[config.mk]
export PLATFORM = sky130hd
export DESIGN_NAME = keyed_multiset_list_manager
export DESIGN_NICKNAME = d
export VERILOG_FILES = /design/src/hdl/kmlm_pkg.sv /design/src/hdl/kmlm_ram.sv /design/src/hdl/kmlm_datapath.sv /design/src/hdl/kmlm_ctrl.sv /design/src/hdl/keyed_multiset_list_manager.sv
export SDC_FILE = /design/constraint.sdc
export NUM_CORES = 2
export LEC_CHECK = 0
export ABC_AREA = 0
export BUFFER_PORTS_ARGS = -buffer_cell sky130_fd_sc_hd__buf_4
export CAP_MARGIN = 20
export CORE_ASPECT_RATIO = 0.5
export CORE_UTILIZATION = 39
export DETAILED_ROUTE_END_ITERATION = 10
export SYNTH_ARGS = -nofsm -noshare
export SYNTH_HDL_FRONTEND = slang
export SYNTH_SLANG_ARGS = --single-unit
[constraint.sdc]
create_clock -name clk -period 5.2 [get_ports clk]
set_input_delay 0.52 -clock clk [delete_from_list [all_inputs] [get_ports clk]]
set_output_delay 0.52 -clock clk [all_outputs]
set_load 0.01 [all_outputs]
[src/hdl/kmlm_pkg.sv]
// Shared types and constants for the keyed multiset list manager.
`default_nettype none

package kmlm_pkg;

  // command codes
  localparam logic [1:0] CMD_INSERT   = 2'd0;
  localparam logic [1:0] CMD_DELETE   = 2'd1;
  localparam logic [1:0] CMD_RETRIEVE = 2'd2;

  // result status codes
  localparam logic [1:0] ST_OK       = 2'd0;
  localparam logic [1:0] ST_BADKEY   = 2'd1;
  localparam logic [1:0] ST_NOTFOUND = 2'd2;
  localparam logic [1:0] ST_FULL     = 2'd3;

  localparam logic [7:0] KEY_MAX    = 8'd3;
  localparam int         NUM_CHAINS = 4;
  localparam int         KEY_BITS   = 2;

  typedef struct packed {
    logic [1:0]  cmd;
    logic [7:0]  key;
    logic [15:0] handle;
  } in_item_t;

  typedef struct packed {
    logic [1:0]  status;
    logic [15:0] handle_out;
    logic        last;
    logic [6:0]  item_total;
  } out_item_t;

  // controller -> datapath
  typedef struct packed {
    logic       latch_in;
    logic       rd_free;
    logic       rd_head;
    logic       ins_write;
    logic       ins_link;
    logic       del_rd;
    logic       del_wr;
    logic       ret_start;
    logic       ret_rd;
    logic       ret_step;
    logic       out_load;
    logic       out_pay;
    logic [1:0] out_status;
  } ctrl_cmd_t;

  // datapath -> controller
  typedef struct packed {
    logic [1:0] cmd_code;
    logic       key_ok;
    logic       head_null;
    logic       pool_full;
    logic       next_null;
    logic       out_free;
  } dp_stat_t;

endpackage

`default_nettype wire

[src/hdl/kmlm_ram.sv]
// Generic single-write, single-read RAM with registered read data.
`default_nettype none

module kmlm_ram #(
  parameter int WIDTH = 16,
  parameter int DEPTH = 64
) (
  input  wire logic                     clk,
  input  wire logic                     we,
  input  wire logic [$clog2(DEPTH)-1:0] waddr,
  input  wire logic [WIDTH-1:0]         wdata,
  input  wire logic                     re,
  input  wire logic [$clog2(DEPTH)-1:0] raddr,
  output logic      [WIDTH-1:0]         rdata
);

  logic [WIDTH-1:0] mem [DEPTH];

  always_ff @(posedge clk) begin
    if (we) begin
      mem[waddr] <= wdata;
    end
    if (re) begin
      rdata <= mem[raddr];
    end
  end

endmodule

`default_nettype wire

[src/hdl/kmlm_datapath.sv]
// Datapath: chain heads, free list, entry counters, link and payload RAMs, result register.
`default_nettype none

module kmlm_datapath import kmlm_pkg::*; #(
  parameter int POOL_DEPTH = 64
) (
  input  wire logic      clk,
  input  wire logic      rst,
  input  wire in_item_t  in_item,
  input  wire ctrl_cmd_t cmd,
  output dp_stat_t       st,
  output logic           out_valid,
  input  wire logic      out_stall,
  output out_item_t      out_item
);

  localparam int AW = $clog2(POOL_DEPTH);
  localparam int PW = $clog2(POOL_DEPTH + 1);
  localparam logic [PW-1:0] NIL = PW'(POOL_DEPTH);

  in_item_t      in_q;
  logic [PW-1:0] chain_head [NUM_CHAINS];
  logic [PW-1:0] free_head;   // recycled entries only
  logic [PW-1:0] fresh;       // entries never yet handed out start here
  logic [PW-1:0] count;
  logic [PW-1:0] e_ptr;
  logic [PW-1:0] free_next;
  logic [PW-1:0] node;

  logic [KEY_BITS-1:0] key_idx;
  logic [PW-1:0]       head;
  logic                head_null;
  logic                free_empty;

  logic          link_we, link_re;
  logic [AW-1:0] link_waddr, link_raddr;
  logic [PW-1:0] link_wdata, link_rdata;
  logic [15:0]   pay_rdata;

  logic [PW+6:0] cnt_ext;

  assign key_idx    = in_q.key[KEY_BITS-1:0];
  assign head       = chain_head[key_idx];
  assign head_null  = (head == NIL);
  assign free_empty = (free_head == NIL);
  assign cnt_ext    = {7'd0, count};

  always_comb begin
    link_re = (cmd.rd_free & ~free_empty) | (cmd.rd_head & ~head_null)
            | cmd.del_rd | cmd.ret_rd;
    priority if (cmd.rd_free) begin
      link_raddr = free_head[AW-1:0];
    end else if (cmd.ret_rd) begin
      link_raddr = node[AW-1:0];
    end else begin
      link_raddr = head[AW-1:0];
    end

    link_we = cmd.ins_write | cmd.ins_link | cmd.del_wr;
    priority if (cmd.ins_write) begin
      link_waddr = e_ptr[AW-1:0];
      link_wdata = head_null ? NIL : link_rdata;
    end else if (cmd.ins_link) begin
      link_waddr = head[AW-1:0];
      link_wdata = e_ptr;
    end else begin
      link_waddr = head[AW-1:0];
      link_wdata = free_head;
    end
  end

  kmlm_ram #(.WIDTH(PW), .DEPTH(POOL_DEPTH)) u_link_ram (
    .clk   (clk),
    .we    (link_we),
    .waddr (link_waddr),
    .wdata (link_wdata),
    .re    (link_re),
    .raddr (link_raddr),
    .rdata (link_rdata)
  );

  kmlm_ram #(.WIDTH(16), .DEPTH(POOL_DEPTH)) u_pay_ram (
    .clk   (clk),
    .we    (cmd.ins_write),
    .waddr (e_ptr[AW-1:0]),
    .wdata (in_q.handle),
    .re    (cmd.ret_rd),
    .raddr (node[AW-1:0]),
    .rdata (pay_rdata)
  );

  // control state
  always_ff @(posedge clk) begin
    if (rst) begin
      for (int i = 0; i < NUM_CHAINS; i++) begin
        chain_head[i] <= NIL;
      end
      free_head <= NIL;
      fresh     <= '0;
      count     <= '0;
      out_valid <= 1'b0;
    end else begin
      if (cmd.ins_write) begin
        if (head_null) begin
          chain_head[key_idx] <= e_ptr;
        end
        if (!free_empty) begin
          free_head <= free_next;
        end else begin
          fresh <= fresh + 1'b1;
        end
        count <= count + 1'b1;
      end
      if (cmd.del_wr) begin
        chain_head[key_idx] <= link_rdata;
        free_head           <= head;
        if (count != '0) begin
          count <= count - 1'b1;
        end
      end
      out_valid <= cmd.out_load | (out_valid & out_stall);
    end
  end

  // payload
  always_ff @(posedge clk) begin
    if (cmd.latch_in) begin
      in_q <= in_item;
    end
    if (cmd.rd_free) begin
      e_ptr <= free_empty ? fresh : free_head;
    end
    if (cmd.rd_head) begin
      free_next <= link_rdata;
    end
    if (cmd.ret_start) begin
      node <= head;
    end else if (cmd.ret_step) begin
      node <= link_rdata;
    end
    if (cmd.out_load) begin
      out_item.status     <= cmd.out_status;
      out_item.handle_out <= cmd.out_pay ? pay_rdata : 16'd0;
      out_item.last       <= cmd.out_pay ? (link_rdata == NIL) : 1'b1;
      out_item.item_total <= cnt_ext[6:0];
    end
  end

  assign st.cmd_code  = in_q.cmd;
  assign st.key_ok    = (in_q.key <= KEY_MAX);
  assign st.head_null = head_null;
  assign st.pool_full = free_empty & (fresh == NIL);
  assign st.next_null = (link_rdata == NIL);
  assign st.out_free  = ~out_valid | ~out_stall;

endmodule

`default_nettype wire

[src/hdl/kmlm_ctrl.sv]
// Controller: sequences each command through the datapath.
`default_nettype none

module kmlm_ctrl import kmlm_pkg::*; (
  input  wire logic     clk,
  input  wire logic     rst,
  input  wire logic     in_valid,
  output logic          in_stall,
  input  wire dp_stat_t st,
  output ctrl_cmd_t     cmd
);

  typedef enum logic [3:0] {
    S_IDLE, S_DECODE, S_INS_FREE, S_INS_HEAD, S_INS_WRITE, S_INS_LINK,
    S_DEL_RD, S_DEL_WR, S_RET_RD, S_RET_EMIT, S_FINISH
  } state_t;

  state_t     state, state_next;
  logic [1:0] res_status, res_status_next;

  assign in_stall = (state != S_IDLE);

  always_comb begin
    cmd             = '0;
    state_next      = state;
    res_status_next = res_status;
    unique case (state)
      S_IDLE: begin
        cmd.latch_in = in_valid;
        if (in_valid) begin
          state_next = S_DECODE;
        end
      end
      S_DECODE: begin
        res_status_next = ST_OK;
        unique case (st.cmd_code)
          CMD_INSERT: begin
            priority if (!st.key_ok) begin
              res_status_next = ST_BADKEY;
              state_next      = S_FINISH;
            end else if (st.pool_full) begin
              res_status_next = ST_FULL;
              state_next      = S_FINISH;
            end else begin
              state_next = S_INS_FREE;
            end
          end
          CMD_DELETE: begin
            if (!st.key_ok || st.head_null) begin
              res_status_next = ST_NOTFOUND;
              state_next      = S_FINISH;
            end else begin
              state_next = S_DEL_RD;
            end
          end
          CMD_RETRIEVE: begin
            if (!st.key_ok || st.head_null) begin
              res_status_next = ST_NOTFOUND;
              state_next      = S_FINISH;
            end else begin
              cmd.ret_start = 1'b1;
              state_next    = S_RET_RD;
            end
          end
          default: begin
            res_status_next = ST_BADKEY;
            state_next      = S_FINISH;
          end
        endcase
      end
      S_INS_FREE: begin
        cmd.rd_free = 1'b1;
        state_next  = S_INS_HEAD;
      end
      S_INS_HEAD: begin
        cmd.rd_head = 1'b1;
        state_next  = S_INS_WRITE;
      end
      S_INS_WRITE: begin
        cmd.ins_write = 1'b1;
        state_next    = st.head_null ? S_FINISH : S_INS_LINK;
      end
      S_INS_LINK: begin
        cmd.ins_link = 1'b1;
        state_next   = S_FINISH;
      end
      S_DEL_RD: begin
        cmd.del_rd = 1'b1;
        state_next = S_DEL_WR;
      end
      S_DEL_WR: begin
        cmd.del_wr = 1'b1;
        state_next = S_FINISH;
      end
      S_RET_RD: begin
        cmd.ret_rd = 1'b1;
        state_next = S_RET_EMIT;
      end
      S_RET_EMIT: begin
        if (st.out_free) begin
          cmd.out_load   = 1'b1;
          cmd.out_pay    = 1'b1;
          cmd.out_status = ST_OK;
          cmd.ret_step   = 1'b1;
          state_next     = st.next_null ? S_IDLE : S_RET_RD;
        end
      end
      S_FINISH: begin
        if (st.out_free) begin
          cmd.out_load   = 1'b1;
          cmd.out_status = res_status;
          state_next     = S_IDLE;
        end
      end
      default: begin
        state_next = S_IDLE;
      end
    endcase
  end

  always_ff @(posedge clk) begin
    if (rst) begin
      state      <= S_IDLE;
      res_status <= ST_OK;
    end else begin
      state      <= state_next;
      res_status <= res_status_next;
    end
  end

endmodule

`default_nettype wire

[src/hdl/keyed_multiset_list_manager.sv]
// Top level of the keyed multiset list manager: four handle chains over a shared entry pool.
//
//   channel | direction | handshake          | beat
//   --------+-----------+--------------------+---------------------------------------
//   in      | in        | in_valid/in_stall   | in_item  {cmd, key, handle}
//   out     | out       | out_valid/out_stall | out_item {status, handle_out, last,
//           |           |                     |           item_total}
//
// Sequence: one command at a time; a RAM step is one registered link read or one write.
//   Insert reads the free list and the chain head, writes the entry and, if the chain has
//   a head, links it in; delete reads then writes; retrieve reads and emits each handle.
// Reset: synchronous; no clearing pass, unused entries come from a fresh-entry counter
//   once the recycled free list is empty.
// Stalls: a result waits in the output register; the controller holds in its emit or
//   finish step until the register is free, and takes a new beat only when idle.
`default_nettype none

module keyed_multiset_list_manager import kmlm_pkg::*; #(
  parameter int POOL_DEPTH = 64
) (
  input  wire logic      clk,
  input  wire logic      rst,
  input  wire logic      in_valid,
  output logic           in_stall,
  input  wire in_item_t  in_item,
  output logic           out_valid,
  input  wire logic      out_stall,
  output out_item_t      out_item
);

  ctrl_cmd_t cmd;
  dp_stat_t  st;

  // sequencer: walks each command through its RAM steps
  kmlm_ctrl u_ctrl (
    .clk      (clk),
    .rst      (rst),
    .in_valid (in_valid),
    .in_stall (in_stall),
    .st       (st),
    .cmd      (cmd)
  );

  // chain heads, free list, RAMs and the result register
  kmlm_datapath #(.POOL_DEPTH(POOL_DEPTH)) u_dp (
    .clk       (clk),
    .rst       (rst),
    .in_item   (in_item),
    .cmd       (cmd),
    .st        (st),
    .out_valid (out_valid),
    .out_stall (out_stall),
    .out_item  (out_item)
  );

  // a result is never loaded over one still waiting
  a_no_overwrite: assert property (@(posedge clk) disable iff (rst)
    cmd.out_load |-> st.out_free)
    else $error("result loaded while output register busy");

  // any failing status closes the reply and carries no handle
  a_err_single: assert property (@(posedge clk) disable iff (rst)
    (out_valid && out_item.status != ST_OK) |-> (out_item.last && out_item.handle_out == 16'd0))
    else $error("error result not a single, empty beat");

  // a new beat is taken only while nothing is being written to the link RAM
  a_accept_quiet: assert property (@(posedge clk) disable iff (rst)
    (in_valid && !in_stall) |-> !(cmd.ins_write || cmd.ins_link || cmd.del_wr))
    else $error("input accepted during a list update");

endmodule

`default_nettype wire

* Word level (Yosys, flattened, before mapping)
Memories as Yosys holds them, arrays and structs flattened. A register that Yosys moved wholly into a read port is not among the register bits.
Index checks and enable logic that the tools add are counted.
** Word-level totals
- Register bits :: 100
- Bits in writable memories :: 1500
- Memories :: 3
** Memory list
- u_dp.u_pay_ram.mem :: depth 64, width 16, rd ports 1, clocked after Yosys merged registers in 1, write ports 1, RTL line kmlm_ram.sv:17 : logic [WIDTH-1:0] mem [DEPTH];
- u_dp.u_link_ram.mem :: depth 64, width 7, rd ports 1, clocked after Yosys merged registers in 1, write ports 1, RTL line kmlm_ram.sv:17
- u_dp.chain_head :: depth 4, width 7, rd ports 1, clocked after Yosys merged registers in 1, write ports 4, RTL line kmlm_datapath.sv:22 : logic [PW-1:0] chain_head [NUM_CHAINS];
** Operators by class
- $add $sub $neg :: 3
- Magnitude comparators :: 1
- Equality and inequality tests :: 20
- Muxes and demuxes :: 66
- Bitwise logic cells :: 16
- Reductions and logical operators :: 14
** Operator list (count)
- 2-to-1 mux 7 bit :: 12
- one-hot mux 4 bit (10 select lines) :: 1
- 2-to-1 mux 4 bit :: 8
- 2-to-1 mux 6 bit :: 5
- equality test 7 bit (second input constant) :: 4
- 2-to-1 mux 1 bit :: 28
- equality test 4 x 3 -> 1 bit (second input constant) :: 4
- adder 7 x 1 -> 7 bit (second input constant) :: 2
- 2-to-1 mux 2 bit :: 7
- equality test 4 bit (second input constant) :: 3
- one-hot mux 4 bit (3 select lines) :: 1
- equality test 4 x 2 -> 1 bit (second input constant) :: 2
- less-or-equal comparator 8 x 2 -> 1 bit (second input constant) :: 1
- bitwise OR 1 bit :: 8
- one-hot mux 2 bit (2 select lines) :: 2
- nonzero test 7 bit :: 1
- OR reduction 7 bit :: 1
- subtractor 7 x 1 -> 7 bit (second input constant) :: 1
- inequality test 2 bit (second input constant) :: 3
- 2-to-1 mux 5 bit :: 1
- AND 1 bit :: 4
- equality test 4 x 1 -> 1 bit (second input constant) :: 1
- logical NOT 4 bit :: 1
- inverter 1 bit :: 4
- 12 further kinds :: 15

* Depth between registers and ports, before layout
- Word-level depth :: 8
- Mapped depth :: 14

* By module
A second synthesis with hierarchy kept.
** Second synthesis, totals
- Cell total of the unflattened synthesis :: 3175
- Area total of the unflattened synthesis :: 64070.2 sq um
** Modules (own cells, without submodules)
- kmlm_ram (u_dp.u_pay_ram) :: times used 1, cells an instance 1829, area each 40202.3 sq um, seq. area each 31230.0 sq um
- kmlm_ram (u_dp.u_link_ram) :: times used 1, cells an instance 827, area each 17705.7 sq um, seq. area each 13663.1 sq um
- kmlm_datapath :: times used 1, cells an instance 433, area each 5516.5 sq um, seq. area each 3483.3 sq um
- kmlm_ctrl :: times used 1, cells an instance 86, area each 645.6 sq um, seq. area each 120.1 sq um

* Worst setup path after synthesis
Ideal clock, no wire load.
- Path kind :: flip-flop to flip-flop
- From :: reg with a tool-made name
- To :: mem u_dp.u_link_ram.mem[0][6] (netlist bit) (data pin)
- Setup time :: 0.548 ns
- Data arrival time :: 4.008 ns
- Slack :: 0.643 ns
- Stages on the path, launching flop included :: 8
- Path buffers :: 2
- Cell sequence :: dfxtp_1 buf_6 mux4_2 or4b_4 nor4_4 clkbuf_1 nor3_1 a21oi_1
** RTL lines (RTL line)
- to (decl) :: kmlm_ram.sv:17

* Worst setup path after layout
- From :: reg u_ctrl.state[1]
- To :: reg u_dp.u_link_ram.rdata[2] (read register of u_dp.u_link_ram.mem) (data pin)
** Between the ends
- Longest elaborated chain between the ends :: 6
** Ends and longest elaborated chain
- from (decl) :: RTL line kmlm_ctrl.sv:18 : state_t state, state_next;
- from (signal assigned) :: RTL line kmlm_ctrl.sv:126 : state <= state_next;
- equality test 4 x 2 -> 1 bit :: RTL line kmlm_ctrl.sv:27 : unique case (state)
- 2-to-1 mux 1 bit :: RTL line kmlm_ctrl.sv:27
- AND 1 bit :: RTL line kmlm_datapath.sv:49 : link_re = (cmd.rd_free & ~free_empty) | (cmd.rd_head & ~head_null)
- bitwise OR 1 bit :: RTL line kmlm_datapath.sv:49
- bitwise OR 1 bit (2 in series) :: RTL line kmlm_datapath.sv:50 : | cmd.del_rd | cmd.ret_rd;
- to (decl) :: RTL line kmlm_ram.sv:14 : output logic [WIDTH-1:0] rdata
Several ways; a longest one is shown, not always the timed one.
A chain may end at the register's enable or synchronous reset.

==> results by group <==
Power and ir drop
  – Comb power frac: 8.6%
  – Power share of the sequential group: 52.5%
  – Net switching power: 6.70 mW
  – Peak supply drop: 0.287 mV
  – Clock power share: 38.9%
  – Pwr per Cell Area: 386 mW/mm^2
  – Internal power: 21.2 mW
  – Pleak: 22.8 nW
  – Pwr Total: 28.0 mW
  – Net Sw Frac: 24.0%

Timing
  – Worst Tran Pin Value: 1090 ps
  – Fin crit period: 4390 ps
  – Final worst-path cycle share: 84.4%
  – Slew Viols, Final: 0
  – Post-route setup TNS: 0 ps
  – WHS: 116 ps
  – Max Freq: 228 MHz
  – Setup violators final: 0
  – Final hold viol count: 0
  – Worst slew margin: 26.5%
  – Max Clock Skew: 49.4 ps
  – RSZ-0062 raised after global routing: false

Yosys
  – Post-synth EDFFs: 1595
  – Post-synth top area share: 75.3%
  – Most frequent cells after synthesis: edfxtp_1, nand2_1, mux4_2
  – Largest cells by area after synthesis: edfxtp_1, mux4_2, nand2_1
  – Sequential-to-total area share from yosys stat: 76.2%
  – Mapped Nets: 3388
  – Count leader, synth: edfxtp_1
  – Register bit total from synthesis: 1625
  – Syn Inst Count: 3350
  – Syn avg cell area: 19.0 um^2
  – Primary FF master, synth: edfxtp_1
  – Netlist cell types: 69
  – Ys async rst share: 0%
  – Syn Std Cell Area: 0.0636 mm^2
  – Largest area contributor in the netlist: edfxtp_1
  – YS warnings: 0

Die
  – Std cell rows: 104
  – Io pins: 58
  – Die Span Y: 288 um
  – Die area: 0.165 mm^2
  – Die Wd: 573 um
  – Core area: 0.161 mm^2
  – Initial Util: 39.4%

Status
  – Failing checks: design-rule violations
  – Status: finished, violations left

Clock network
  – Clock buffer depth: 3
  – Htree depth: 4
  – Setup bufs post-CTS: 0
  – CTS Root Cell: clkbuf_16
  – CTS tree: built
  – CTS Buf Count: 145
  – CTS sink count: 1625
  – Worst skew pair latency: 790 ps
  – CTS Hold Bufs: 26
  – Clk slew on worst S/H paths: 70 ps
  – Post-CTS sizing: 0

Layout
  – Layout cells sized above 1: 22.5%
  – Design Area, Final: 0.0723 mm^2
  – Area grow syn2layout: 13.7%
  – Multi-input gate area: 0.0145 mm^2
  – Fill cell count: 13675
  – Register area: 0.0485 mm^2
  – Layout Nets: 3554

GRT
  – Met3 usage: 3.22%
  – M2 GR Usage: 31.4%
  – Initial antenna violation count: 0
  – First-pass GRT wire length: 229000 um
  – Largest net degree at the start of global routing: 144
  – Overflow after GRT: 0
  – Vias in the first global route: 32462
  – GRT Max-Usage Layer: met2
  – Met1 GRT Util: 26.8%
  – Gr usage total: 19.2%

Detailed routing
  – Antenna Nets Post-Route: 0
  – WL/cell: 27.4 um
  – 1st-iter DRT viols: 3656
  – DR vias: 32612
  – Wirelength, routed: 159000 um
  – DRC Markers: 6
  – First-pass DRT Iterations: 9
  – Post-DR vias/cell: 5.61

Placed design
  – Final Wtd Congestion: 0.907
  – DP Area: 0.0673 mm^2
  – Dpl hpwl: 91800 um
  – IO buf count: 57

Critical path
  – CP arrival: 4900 ps
  – Crit path kind: reg2reg
  – Worst Path Required: 5710 ps
  – CP startpoint kind: flop
  – Setup crit end kind: flop
  – Crit-path max FO: 34

Hold path
  – Hold Crit Class: in2reg

Flow run
  – Max cap viols: 0
==> cells in the final DEF, fill, tap and decap left out, types with 44 or more instances in the layout <==
master,Yosys,final
edfxtp_1,1595,1595
mux4_2,343,343
nand2_1,345,343
buf_4,3,172
nor2_1,205,171
clkbuf_16,0,146
nand3_1,88,88
mux2i_1,70,70
and3_1,58,58
a21oi_1,45,44
==> critical path, cell delays in order, from the launching register on <==
cell and delay, ps:
dfxtp_1 650, or4b_1 700, inv_2 270, a22oi_1 150
and2_2 270, nor2_4 630, a221oi_1 280, or4_1 650
o41ai_1 340, nand4_1 150
==> layout make-up <==
cell class	count	area share (%)
flip-flops and latches	1625	67.1
multi-input cells	1518	20.1
clock buffers	164	5.16
well taps	2173	3.76
repair buffers	208	2.39
clock inverters	99	1.42
inverters	18	0.0934
diodes	4	0.0138
==> power groups by stage <==
stage / sequential, mW / clock [mW] / combinational (mW)
floorplan: 15.0 / 0 / 1.35
global placement: 15.0 / 0 / 2.34
detailed placement: 15.0 / 0 / 2.38
CTS: 14.7 / 11.0 / 2.40
global route: 14.7 / 11.5 / 2.56
finish: 14.7 / 10.9 / 2.42
==> registers in the layout, indices dropped and copies added (netlist names), 4 cells and up, named ones only <==
name                   cells
u_dp.u_pay_ram.mem      1024
u_dp.u_link_ram.mem      448
u_dp.chain_head           28
u_dp.out_item             26
u_dp.in_q                 24
u_dp.u_pay_ram.rdata      16
u_dp.count                 7
u_dp.e_ptr                 7
u_dp.free_head             7
u_dp.free_next             7
u_dp.fresh                 7
u_dp.u_link_ram.rdata      7
u_dp.node                  6
u_ctrl.state               4
==> kinds of logic after synthesis <==
family / after synthesis / share of synthesized area, %
adders and majority gates: 8 / 0.157
muxes: 432 / 13.6
buffers and inverters: 207 / 1.30
DFF: 1625 / 76.2
and+or+nand+nor: 827 / 5.88
xor gates and xnor gates: 12 / 0.165
AOI/OAI and AO/OA: 239 / 2.69
==> metal layers <==
metal / vias to the layer above / part of all wire, %
li1: 13869 / -
met2: 1203 / 48
met4: 0 / 2.0
met5: - / 0
met1: 17328 / 43
met3: 212 / 6.9
==> worst paths after layout <==
path                            slack, ps  cells past startpoint                         startpoint                                  to
worst min register to register        510                      2  u_ctrl.res_status[1]$_SDFFE_PP0P_   u_ctrl.res_status[1]$_SDFFE_PP0P_
worst min-delay path                  120                      3                          out_stall           u_dp.out_valid$_SDFF_PP0_
worst max register to register        810                      9       u_ctrl.state[1]$_SDFFE_PP0P_  u_dp.u_link_ram.rdata[2]$_DFFE_PP_
worst max-delay path                  810                      9       u_ctrl.state[1]$_SDFFE_PP0P_  u_dp.u_link_ram.rdata[2]$_DFFE_PP_
==> metrics by stage <==
step | cells | util [%] | setup slack (ps)
floorplan | 3350 | - | 643
global placement | 5514 | 41.7 | 1050
detailed placement | 5514 | 41.7 | 889
CTS | 5803 | 44.8 | 887
global route | 5805 | 44.8 | 609
finish | 5809 | 44.8 | 810
Note: power is estimated with default switching activity, not from simulation.
